===== config.mk =====
export PLATFORM = sky130hd
export DESIGN_NAME = gossip_membership_table
export DESIGN_NICKNAME = d
export VERILOG_FILES = /design/src/hw/rtl/gmt_pkg.sv /design/src/hw/rtl/gmt_ram.sv /design/src/hw/rtl/gossip_membership_table.sv
export SDC_FILE = /design/constraint.sdc
export NUM_CORES = 2
export LEC_CHECK = 0
export ABC_AREA = 1
export BUFFER_PORTS_ARGS = -buffer_cell sky130_fd_sc_hd__buf_4
export CAP_MARGIN = 20
export CORE_ASPECT_RATIO = 1.4
export CORE_UTILIZATION = 50
export CTS_BUF_LIST = sky130_fd_sc_hd__clkbuf_4
export CTS_CLUSTER_SIZE = 24
export DETAILED_ROUTE_END_ITERATION = 10
export PLACE_DENSITY = 0.66
export SLEW_MARGIN = 10
export SYNTH_ARGS = -nofsm -noshare
export SYNTH_HDL_FRONTEND = slang
export SYNTH_HIERARCHICAL = 1
export SYNTH_SLANG_ARGS = --single-unit

===== constraint.sdc =====
create_clock -name clock -period 10.4 [get_ports clock]
set_clock_uncertainty 0.2 [all_clocks]
set_input_delay 2.08 -clock clock [delete_from_list [all_inputs] [get_ports clock]]
set_output_delay 2.08 -clock clock [all_outputs]
set_load 0.01 [all_outputs]

===== src/hw/rtl/gmt_pkg.sv =====
package gmt_pkg;

   localparam int NODES_DEFAULT = 16;
   localparam int CSR_IW = 2;
   localparam int CSR_DW = 31;

   localparam logic [CSR_DW-1:0] SUSPECT_RESET = 31'd1500;
   localparam logic [CSR_DW-1:0] DEAD_RESET = 31'd4000;

   localparam logic [2:0] OP_TICK  = 3'd0;
   localparam logic [2:0] OP_ADD   = 3'd1;
   localparam logic [2:0] OP_BEAT  = 3'd2;
   localparam logic [2:0] OP_MERGE = 3'd3;
   localparam logic [2:0] OP_CHECK = 3'd4;
   localparam logic [2:0] OP_QUERY = 3'd5;
   localparam logic [2:0] OP_SNAP  = 3'd6;
   localparam logic [2:0] OP_NOP   = 3'd7;

   localparam logic [CSR_IW-1:0] REG_SELF    = 2'd0;
   localparam logic [CSR_IW-1:0] REG_SUSPECT = 2'd1;
   localparam logic [CSR_IW-1:0] REG_DEAD    = 2'd2;

   localparam logic [1:0] STATUS_ALIVE   = 2'd0;
   localparam logic [1:0] STATUS_SUSPECT = 2'd1;
   localparam logic [1:0] STATUS_DEAD    = 2'd2;

   typedef enum logic [1:0] {
      FSM_IDLE,
      FSM_READ,
      FSM_EXEC
   } fsm_type;

   typedef struct packed {
      logic [2:0]  op;
      logic [3:0]  node;
      logic [47:0] remote_epoch;
      logic [31:0] remote_heartbeat;
   } req_type;

   typedef struct packed {
      logic [3:0]  entry_node;
      logic        present;
      logic [1:0]  node_status;
      logic [47:0] entry_epoch;
      logic [31:0] entry_heartbeat;
      logic        is_last;
   } rsp_type;

   typedef struct packed {
      logic [1:0]  status;
      logic [47:0] epoch;
      logic [31:0] beat;
      logic [31:0] last_seen;
   } entry_type;

endpackage


===== src/hw/rtl/gmt_ram.sv =====
module gmt_ram #(
   parameter int WIDTH = 8,
   parameter int DEPTH = 16
) (
   input  logic                     clock,
   input  logic                     wr_en,
   input  logic [$clog2(DEPTH)-1:0] wr_addr,
   input  logic [WIDTH-1:0]         wr_data,
   input  logic [$clog2(DEPTH)-1:0] rd_addr,
   output logic [WIDTH-1:0]         rd_data
);

   logic [WIDTH-1:0] mem_ff [DEPTH];
   logic [WIDTH-1:0] rd_data_ff;

   always_ff @(posedge clock) begin
      if (wr_en) begin
         mem_ff[wr_addr] <= wr_data;
      end
      rd_data_ff <= mem_ff[rd_addr];
   end

   assign rd_data = rd_data_ff;

endmodule


===== src/hw/rtl/gossip_membership_table.sv =====
// Gossip membership table with heartbeat failure detection.
// Items enter on req_item when start is high and busy is low. The user must
// write configuration registers (self node, suspect and dead timeouts) via
// csr_we / csr_index / csr_wdata while idle; the block does not enforce it.
// Results leave on rsp_item, each shown for one cycle with rsp_valid; the
// receiver cannot stall, so the block never waits on the result side.
// A tick item or an unused op finishes at the accepting edge; busy stays low.
// Add, heartbeat, merge and query hold busy through a read state, which
// reads the entry RAM (registered read), and an exec state, which
// updates it or forms the result. A query result is registered from exec.
// Timeout checks and snapshots walk every entry, each through the read and
// exec states, so busy stays high for the whole walk; snapshot results come
// at most one per entry, the final one flagged by is_last.
// The shared RAM address and the per-entry compare unit set this stepping.
// Reset clears all present bits, the tick counter and the registers to
// their defaults; entry contents need no clearing.
module gossip_membership_table #(
   parameter int NODES = gmt_pkg::NODES_DEFAULT
) (
   input  logic                          clock,
   input  logic                          reset,
   input  logic                          start,
   output logic                          busy,
   input  gmt_pkg::req_type              req_item,
   output logic                          rsp_valid,
   output gmt_pkg::rsp_type              rsp_item,
   input  logic                          csr_we,
   input  logic [gmt_pkg::CSR_IW-1:0]    csr_index,
   input  logic [gmt_pkg::CSR_DW-1:0]    csr_wdata
);

   import gmt_pkg::*;

   localparam int IW = $clog2(NODES);
   localparam int CW = ((IW > 4) ? IW : 4) + 1;
   localparam logic [IW-1:0] IDX_LAST = IW'(NODES - 1);

   fsm_type             fsm_ff, fsm_in;
   req_type             item_ff, item_in;
   logic [IW-1:0]       idx_ff, idx_in;
   logic [4:0]          sent_ff, sent_in;
   logic [NODES-1:0]    present_ff, present_in;
   logic [31:0]         time_ff, time_in;
   logic [3:0]          self_ff, self_in;
   logic [CSR_DW-1:0]   suspect_ff, suspect_in;
   logic [CSR_DW-1:0]   dead_ff, dead_in;
   logic                rsp_valid_ff, rsp_valid_in;
   rsp_type             rsp_ff, rsp_in;

   logic                ram_we;
   entry_type           ram_wr_data;
   entry_type           ram_rd_data;

   logic                node_ok;
   logic                self_ok;
   logic                idx_ok;
   logic                cur_present;
   logic                query_hit;
   logic                more_above;
   logic                newer;
   logic [31:0]         elapsed;
   logic [31:0]         base_beat;
   logic [47:0]         base_epoch;
   logic [1:0]          new_status;

   gmt_ram #(
      .WIDTH ($bits(entry_type)),
      .DEPTH (NODES)
   ) u_entry_ram (
      .clock   (clock),
      .wr_en   (ram_we),
      .wr_addr (idx_ff),
      .wr_data (ram_wr_data),
      .rd_addr (idx_ff),
      .rd_data (ram_rd_data)
   );

   always_ff @(posedge clock) begin
      if (reset) begin
         fsm_ff       <= FSM_IDLE;
         present_ff   <= '0;
         time_ff      <= '0;
         self_ff      <= '0;
         suspect_ff   <= SUSPECT_RESET;
         dead_ff      <= DEAD_RESET;
         rsp_valid_ff <= 1'b0;
      end else begin
         fsm_ff       <= fsm_in;
         present_ff   <= present_in;
         time_ff      <= time_in;
         self_ff      <= self_in;
         suspect_ff   <= suspect_in;
         dead_ff      <= dead_in;
         rsp_valid_ff <= rsp_valid_in;
      end
   end

   always_ff @(posedge clock) begin
      item_ff <= item_in;
      idx_ff  <= idx_in;
      sent_ff <= sent_in;
      rsp_ff  <= rsp_in;
   end

   always_comb begin
      self_in    = self_ff;
      suspect_in = suspect_ff;
      dead_in    = dead_ff;
      if (csr_we) begin
         case (csr_index)
            REG_SELF:    self_in    = csr_wdata[3:0];
            REG_SUSPECT: suspect_in = csr_wdata;
            REG_DEAD:    dead_in    = csr_wdata;
            default:     self_in    = self_ff;
         endcase
      end
   end

   assign node_ok     = CW'(item_ff.node) < CW'(NODES);
   assign self_ok     = CW'(self_ff) < CW'(NODES);
   assign idx_ok      = CW'(idx_ff) < CW'(NODES);
   assign cur_present = idx_ok && present_ff[idx_ff];
   assign query_hit   = node_ok && cur_present;

   always_comb begin
      more_above = 1'b0;
      for (int j = 0; j < NODES; j++) begin
         if (present_ff[j] && (CW'(j) > CW'(idx_ff))) begin
            more_above = 1'b1;
         end
      end
   end

   assign newer      = {ram_rd_data.epoch, ram_rd_data.beat}
                       < {item_ff.remote_epoch, item_ff.remote_heartbeat};
   assign elapsed    = time_ff - ram_rd_data.last_seen;
   assign base_beat  = cur_present ? ram_rd_data.beat : 32'd0;
   assign base_epoch = cur_present ? ram_rd_data.epoch : 48'd0;

   always_comb begin
      if (elapsed > {1'b0, dead_ff}) begin
         new_status = STATUS_DEAD;
      end else if (elapsed > {1'b0, suspect_ff}) begin
         new_status = STATUS_SUSPECT;
      end else begin
         new_status = STATUS_ALIVE;
      end
   end

   always_comb begin
      fsm_in       = fsm_ff;
      item_in      = item_ff;
      idx_in       = idx_ff;
      sent_in      = sent_ff;
      present_in   = present_ff;
      time_in      = time_ff;
      rsp_valid_in = 1'b0;
      rsp_in       = rsp_ff;
      ram_we       = 1'b0;
      ram_wr_data  = '{status: STATUS_ALIVE, epoch: item_ff.remote_epoch,
                       beat: item_ff.remote_heartbeat, last_seen: time_ff};
      case (fsm_ff)
         FSM_IDLE: begin
            if (start) begin
               item_in = req_item;
               case (req_item.op)
                  OP_TICK: time_in = time_ff + 32'd1;
                  OP_CHECK, OP_SNAP: begin
                     idx_in  = '0;
                     sent_in = '0;
                     fsm_in  = FSM_READ;
                  end
                  OP_BEAT: begin
                     idx_in = IW'(self_ff);
                     fsm_in = FSM_READ;
                  end
                  OP_ADD, OP_MERGE, OP_QUERY: begin
                     idx_in = IW'(req_item.node);
                     fsm_in = FSM_READ;
                  end
                  default: fsm_in = FSM_IDLE;
               endcase
            end
         end
         FSM_READ: begin
            fsm_in = FSM_EXEC;
         end
         FSM_EXEC: begin
            fsm_in = FSM_IDLE;
            case (item_ff.op)
               OP_ADD: begin
                  if (node_ok) begin
                     ram_we      = 1'b1;
                     ram_wr_data = '{status: STATUS_ALIVE, epoch: 48'd0, beat: 32'd0,
                                     last_seen: time_ff};
                     present_in[idx_ff] = 1'b1;
                  end
               end
               OP_BEAT: begin
                  if (self_ok) begin
                     ram_we      = 1'b1;
                     ram_wr_data = '{status: STATUS_ALIVE, epoch: base_epoch,
                                     beat: (&base_beat) ? base_beat : base_beat + 32'd1,
                                     last_seen: time_ff};
                     present_in[idx_ff] = 1'b1;
                  end
               end
               OP_MERGE: begin
                  if (node_ok && (item_ff.node != self_ff) && (!cur_present || newer)) begin
                     ram_we = 1'b1;
                     present_in[idx_ff] = 1'b1;
                  end
               end
               OP_CHECK: begin
                  if (cur_present && (CW'(idx_ff) != CW'(self_ff))) begin
                     ram_we      = 1'b1;
                     ram_wr_data = '{status: new_status, epoch: ram_rd_data.epoch,
                                     beat: ram_rd_data.beat,
                                     last_seen: ram_rd_data.last_seen};
                  end
                  if (idx_ff != IDX_LAST) begin
                     idx_in = idx_ff + 1'b1;
                     fsm_in = FSM_READ;
                  end
               end
               OP_QUERY: begin
                  rsp_valid_in = 1'b1;
                  rsp_in = '{entry_node: item_ff.node, present: query_hit,
                             node_status: query_hit ? ram_rd_data.status : 2'd0,
                             entry_epoch: query_hit ? ram_rd_data.epoch : 48'd0,
                             entry_heartbeat: query_hit ? ram_rd_data.beat : 32'd0,
                             is_last: 1'b1};
               end
               OP_SNAP: begin
                  if (cur_present && !sent_ff[4]) begin
                     rsp_valid_in = 1'b1;
                     sent_in      = sent_ff + 5'd1;
                     rsp_in = '{entry_node: 4'(idx_ff), present: 1'b1,
                                node_status: ram_rd_data.status,
                                entry_epoch: ram_rd_data.epoch,
                                entry_heartbeat: ram_rd_data.beat,
                                is_last: !more_above || (&sent_ff[3:0])};
                  end
                  if (idx_ff != IDX_LAST) begin
                     idx_in = idx_ff + 1'b1;
                     fsm_in = FSM_READ;
                  end
               end
               default: fsm_in = FSM_IDLE;
            endcase
         end
         default: fsm_in = FSM_IDLE;
      endcase
   end

   assign busy      = (fsm_ff != FSM_IDLE);
   assign rsp_valid = rsp_valid_ff;
   assign rsp_item  = rsp_ff;

endmodule


Word-level counts from Yosys, hierarchy flattened
Memories as Yosys holds them, arrays and structs flattened. A register that Yosys moved wholly into a read port is not among the register bits.
Cells that the tools add are included.
- register bits after elaboration: 301
- bits in writable memories: 1824
- bits of input ports: 124
- output and inout port bits: 90
- word-level logic and storage cells: 180
- memories kept: 1
- memory list (name ; depth ; width ; read ports ; clocked after Yosys merged registers in ; write ports ; line ; text):
    u_entry_ram.mem_ff ; 16 ; 114 ; 1 ; 1 ; 1 ; gmt_ram.sv:13 ; logic [WIDTH-1:0] mem_ff [DEPTH];
- add/sub/neg operators: 5
- $lt $le $gt $ge: 20
- equal/unequal tests: 29
- muxes and demuxes: 55
- bitwise operators: 2
- reduce and logical (&&, ||, !) cells: 49
- operators by type and width (operator ; number):
    $pmux W114 S3 ; 1
    $mux W114 ; 2
    $pmux W88 S2 ; 1
    $mux W88 ; 1
    $lt A80 B80 Y1 ; 1
    $add A32 B1 Y32 const B ; 2
    $gt A32 B31 Y1 ; 2
    $mux W32 ; 2
    $mux W48 ; 1
    $gt A4 B4 Y1 const A ; 8
    $pmux W16 S2 ; 1
    $reduce_and A32 Y1 ; 1
    $sub A32 B32 Y32 ; 1
    $mux W1 ; 26
    $mux W5 ; 4
    $logic_and A1 B1 Y1 ; 19
    $eq A3 B3 Y1 const B ; 6
    $gt A3 B4 Y1 const A ; 4
    $mux W16 ; 1
    $ne A2 B2 Y1 const B ; 8
    $or A16 B16 Y16 ; 1
    $eq A3 B2 Y1 const B ; 4
    $mux W4 ; 3
    $pmux W4 S3 ; 1
    other kinds (35) ; 59

Longest topological paths before layout
- word-level depth: 21
- gate-level depth with buffers: 29
- gate-level depth less buffers: 29

Cells and area by module
The synthesis kept the hierarchy.
- modules (own cells, without submodules) (module ; times used ; cells each ; area each (sq um) ; seq. area each (sq um)):
    gmt_ram ; 1 ; 7478 ; 80018.0 ; 57054.7
    gossip_membership_table ; 1 ; 2546 ; 19786.5 ; 7867.5

Least setup slack after synthesis
OpenSTA, ideal clock, no wires.
- path type: register to register
- start: reg idx_ff[1]
- end: mem u_entry_ram/mem_ff[12][0] in the netlist's numbering (enable)
- setup time: 0.589 ns
- data arrival time: 6.980 ns
- data required time: 9.611 ns
- path slack: 2.632 ns
- cell stages (with the launch flop): 18
- path buffers: 4
- period minus slack after synthesis: 7.768 ns
- cells stage by stage: edfxtp_1 buf_2 inv_1 nand3_1 nand2_1 nand2_1 nand2_2 inv_2 nand2_4 buf_8 nand2_1 inv_1 nand2_1 buf_2 buf_2 a31oi_1 nand3_1 nor2_1
- longest elaborated chain between the ends: 10
- elaborated cells between the ends (all ways): 13
- classes of those cells: eq/ne: 1; mux: 8; reduce/logical: 4
- ends and longest elaborated chain (element ; line ; text):
    from (decl) ; gossip_membership_table.sv:40 ; logic [IW-1:0] idx_ff, idx_in;
    from (signal assigned) ; gossip_membership_table.sv:100 ; idx_ff <= idx_in;
    $bmux W1 S4 ; gossip_membership_table.sv:122 ; assign cur_present = idx_ok && present_ff[idx_ff];
    $mux W1 (not written as such) ; gossip_membership_table.sv:122 ;
    $logic_not A1 Y1 ; gossip_membership_table.sv:209 ; if (node_ok && (item_ff.node != self_ff) && (!cur_present || newer)) begin
    $logic_or A1 B1 Y1 ; gossip_membership_table.sv:209 ;
    $logic_and A1 B1 Y1 ; gossip_membership_table.sv:209 ;
    $mux W1 ; gossip_membership_table.sv:209 ;
    $pmux W1 S3 * ; gossip_membership_table.sv:190 ; case (item_ff.op)
    $mux W1 * ; gossip_membership_table.sv:162 ; case (fsm_ff)
    via ram_we ; gossip_membership_table.sv:50 ; logic ram_we;
    $mux W1 * ; gmt_ram.sv:17 ; if (wr_en) begin
    $mux W1 (not written as such) * ; gmt_ram.sv:18 ; mem_ff[wr_addr] <= wr_data;
    to (decl) ; gmt_ram.sv:13 ;
Mark *: on every way through the listed nets, which the timed path passes. The rest lies on a longest branch. The select of a mux whose other input is x is not followed.

Worst setup path in the final report
- start: reg item_ff[49] in the netlist's numbering
- end: mem u_entry_ram/mem_ff[13][52] in the netlist's numbering (enable)
- longest elaborated chain between the ends: 8
- ends and longest elaborated chain (element ; line ; text):
    from (decl) ; gossip_membership_table.sv:39 ; req_type item_ff, item_in;
    from (signal assigned) ; gossip_membership_table.sv:99 ; item_ff <= item_in;
    $lt A80 B80 Y1 ; gossip_membership_table.sv:135 ; < {item_ff.remote_epoch, item_ff.remote_heartbeat};
    $logic_or A1 B1 Y1 ; gossip_membership_table.sv:209 ;
    $logic_and A1 B1 Y1 ; gossip_membership_table.sv:209 ;
    $mux W1 ; gossip_membership_table.sv:209 ;
    $pmux W1 S3 ; gossip_membership_table.sv:190 ;
    $mux W1 ; gossip_membership_table.sv:162 ;
    via ram_we ; gossip_membership_table.sv:50 ;
    $mux W1 ; gmt_ram.sv:17 ;
    $mux W1 (not written as such) ; gmt_ram.sv:18 ;
The timed path passes the listed nets, and every way through them passes these cells.

==> out/qor.csv <==
stage;metric;value;unit
layout;fraction of layout cells with a size suffix above 1;0.122;
synthesis;#FFs+latches synth;2239;
critical_path;Worst path max stage delay;0.97;ns
power_and_ir_drop;cell-internal power;14800;uW
synthesis;Main synth FF type;edfxtp_1;
sta;Worst Tran Pin Value;1.19;ns
synthesis;Yosys cell types;48;
sta;Final Cycle Share;0.601;
power_and_ir_drop;leakage;0.0484;uW
global_routing;Overflow after GRT;0;
placement;pre-CTS worst setup slack;4.23;ns
power_and_ir_drop;switching share of total power;0.289;
power_and_ir_drop;Flop pwr share;0.491;
clock_tree;CTS Buffer Depth;4;
clock_tree;Clock Latency Late Sink;1.26;ns
critical_path;Crit path required time;11.01;ns
sta;RSZ-0062 raised after global routing;no;
critical_path;crit path max-delay cell type;buf_4;
hold_path;Hold WC Path Type;reg2reg;
global_routing;initial antenna violation count;5;
sta;# setup viols final;0;
critical_path;Cell Chain, Critical Path;inv_1, ha_1, a21oi_1, o21ai_0, nand2_1, nand3_1, nand2_1, nand2_1, a21oi_1, nand3_1, nand2_1, nand3_1, a31oi_1, nand3_1, nor2_4, buf_4;
placement;Port Buf Inserts;213;
sta;Peak Freq;0.160;GHz
sta;Setup WS post-layout;4.15;ns
synthesis;Cells after Synth;10024;
global_routing;number of global-route vias before repair;70946;
floorplanning;Core ar.;198000;um^2
synthesis;Synth Area per Inst;9.96;um^2
synthesis;Seq/Total Area, Yosys;0.650;
synthesis;Syn Nets;10328;
routing;drt drc;0;
critical_path;top fanout value on the critical path;54;
clock_tree;CTS resizes;0;
critical_path;nature of the critical path startpoint;flip-flop;
clock_tree;CTS tree;built;
layout;Final Net Count;10824;
floorplanning;Die Area;201000;um^2
sta;Tmin final;6.25;ns
sta;setup TNS;0;ns
critical_path;kind of end point of the critical path;flip-flop;
layout;layout overhead on the synthesized area;11.4;%
routing;drt wl/cell;19.7;um
power_and_ir_drop;peak supply drop;0.107;mV
clock_tree;Num CTS Buffers;549;
layout;fillcell total;17132;
critical_path;WS Path Type;reg2reg;
floorplanning;die height;531;um
placement;placed instance area;104000;um^2
clock_tree;Root Driver;clkbuf_4;
run;max_cap viols;0;
synthesis;Syn. warnings;6;
power_and_ir_drop;Power Total;20800;uW
floorplanning;Starting Density;0.504;
placement;DPL Wire Length;149000;um
global_routing;first-pass GRT wire length;408000;um
power_and_ir_drop;clock power share;0.346;
clock_tree;cts hold-fix bufs;0;
routing;First-pass DRT Iterations;5;
floorplanning;Chip Width;380;um
clock_tree;postcts setup bufs;0;
floorplanning;io pins;214;
synthesis;number of synthesized flops with an enable pin;2008;
global_routing;Overall Global Routing Usage;0.262;
sta;Relative slew margins;0.209;
placement;RD Place Congestion;0.922;
routing;via count;71667;
routing;Post-Route WL;267000;um
power_and_ir_drop;NetSw;6020;uW
clock_tree;clk sinks;2239;
global_routing;largest net degree at the start of global routing;184;
power_and_ir_drop;Comb pwr share;0.163;
run_status;status;complete, no violations;
power_and_ir_drop;power per cell area;187;nW/um^2
floorplanning;# rows;193;
layout;final instance area;111000;um^2
routing;Post-DRT Antenna Nets;0;
clock_tree;# H-tree levels;6;
routing;1st-iter DRT viols;6097;
synthesis;ys async rst share;0;
synthesis;Synth Cell Area;99800;um^2
routing;drt via density;5.29;
clock_tree;Worst-path clk slew;0.08;ns
sta;Pins Over Slew Limit;0;
sta;endpoints failing hold;0;
critical_path;Worst Path Arrival;6.87;ns
-- cells in the mapped netlist, types with 10 or more instances --
cell | number | area share
nand2_1 | 2799 | 0.11
edfxtp_1 | 2008 | 0.60
inv_1 | 1791 | 0.067
nand3_1 | 1495 | 0.075
nor2_1 | 339 | 0.013
buf_2 | 232 | 0.012
dfxtp_1 | 231 | 0.046
a21oi_1 | 227 | 0.011
ha_1 | 179 | 0.022
o21ai_0 | 168 | 0.0084
clkbuf_1 | 139 | 0.0052
o32ai_1 | 48 | 0.0042
buf_4 | 46 | 0.0035
buf_1 | 40 | 0.0015
nor3_1 | 36 | 0.0018
xor2_1 | 33 | 0.0029
o22ai_1 | 27 | 0.0017
xnor2_1 | 19 | 0.0017
nand4_1 | 18 | 0.0011
o211ai_1 | 17 | 0.0013
nand3_2 | 15 | 0.0015
o21a_1 | 14 | 0.0011
o21bai_1 | 13 | 0.00098
a21oi_2 | 10 | 0.00088
-- cells in the final DEF (no fill, tap or decap), types with 10 or more instances in the layout --
cell type,netlist,final
buf_12,0,10
ha_1,179,179
o32ai_1,48,46
o21bai_1,13,13
edfxtp_1,2008,2008
buf_4,46,395
a21oi_1,227,222
nand3_2,15,15
o21ai_0,168,161
inv_1,1791,1789
nand4_1,18,18
clkbuf_4,1,803
nor2_1,339,320
nor2_4,2,21
nor3_1,36,34
o21a_1,14,14
o211ai_1,17,17
dfxtp_1,231,231
inv_2,9,24
xnor2_1,19,19
clkinv_2,0,10
nand2_1,2799,2798
clkinv_1,1,101
xor2_1,33,33
nand3_1,1495,1495
o22ai_1,27,27
a21oi_2,10,14
bufinv_16,0,10
-- final cells by class --
cell class	count	area, um^2	area share
flip-flops and latches	2239	64900	0.584
multi-input cells	5518	26100	0.234
well taps	2632	3290	0.0296
clock inverters	142	827	0.00744
inverters	1801	6790	0.0611
diodes	7	17.5	0.000158
repair buffers	411	3240	0.0292
clock buffers	800	6010	0.0540
-- routing by layer --
layer | vias to the layer above | GRT usage | routed length, um
met1 | 34279 | 0.329 | 107000
li1 | 34036 | - | -
met4 | 2 | 0.109 | 9080
met5 | - | 0 | 13
met3 | 558 | 0.0344 | 17500
met2 | 2792 | 0.457 | 134000
-- cells by family after synthesis --
kind of cell / count (synthesis) / synth area share
AND/OR/NAND/NOR: 4732 / 0.200
buffers and inverters: 2267 / 0.0906
flip-flops: 2239 / 0.650
AO/OA/AOI/OAI: 553 / 0.0320
adder cells (fa/ha/maj): 180 / 0.0226
XOR/XNOR: 52 / 0.00456
multiplexers: 1 / 0.000113
-- power groups by stage --
| stage | clock [uW] | combinational, uW | sequential (uW) |
|---|---|---|---|
| 3_3_place_gp | 0 | 3330 | 10400 |
| 5_1_grt | 7800 | 3760 | 10200 |
| 3_5_place_dp | 0 | 3370 | 10400 |
| 4_1_cts | 7390 | 3390 | 10200 |
| 2_1_floorplan | 0 | 2270 | 10400 |
| 6_report | 7210 | 3400 | 10200 |
-- registers in the layout, indices dropped and copies added, names as in the netlist --
register             flops
u_entry_ram/mem_ff    1824
u_entry_ram/rd_data    114
rsp_item                88
item_ff                 87
time_ff                 32
dead_ff                 31
suspect_ff              31
present_ff              16
sent_ff                  5
idx_ff                   4
self_ff                  4
fsm_ff                   2
rsp_valid                1
-- final timing paths --
check,from,endpoint,slack [ns],cells past startpoint
max,item_ff[49],u_entry_ram/mem_ff[13][52],4.15,16
min,fsm_ff[1],fsm_ff[1],0.23,1
max reg2reg,item_ff[49],u_entry_ram/mem_ff[13][52],4.15,16
min reg2reg,fsm_ff[1],fsm_ff[1],0.23,1
-- worst max-delay path, delay by kind of cell (launching register included) --
kind                       cells  cell delay (ns)
AOI/OAI and AO/OA              4             1.38
DFF                            1             0.37
and+or+nand+nor                9             2.50
adders and majority gates      1             0.25
buffers and inverters          2             1.06
-- metrics by stage --
| stage | cells | util | hold WS [ns] |
|---|---|---|---|
| 6_report | 13550 | 0.561 | 0.227 |
| 5_1_grt | 13550 | 0.561 | 0.234 |
| 4_1_cts | 13530 | 0.561 | 0.227 |
| 3_5_place_dp | 12588 | 0.526 | 0.215 |
| 3_3_place_gp | 12579 | 0.526 | 0.211 |
| 2_1_floorplan | 10024 | - | 0.200 |
Note: power is estimated with default switching activity, not from simulation.
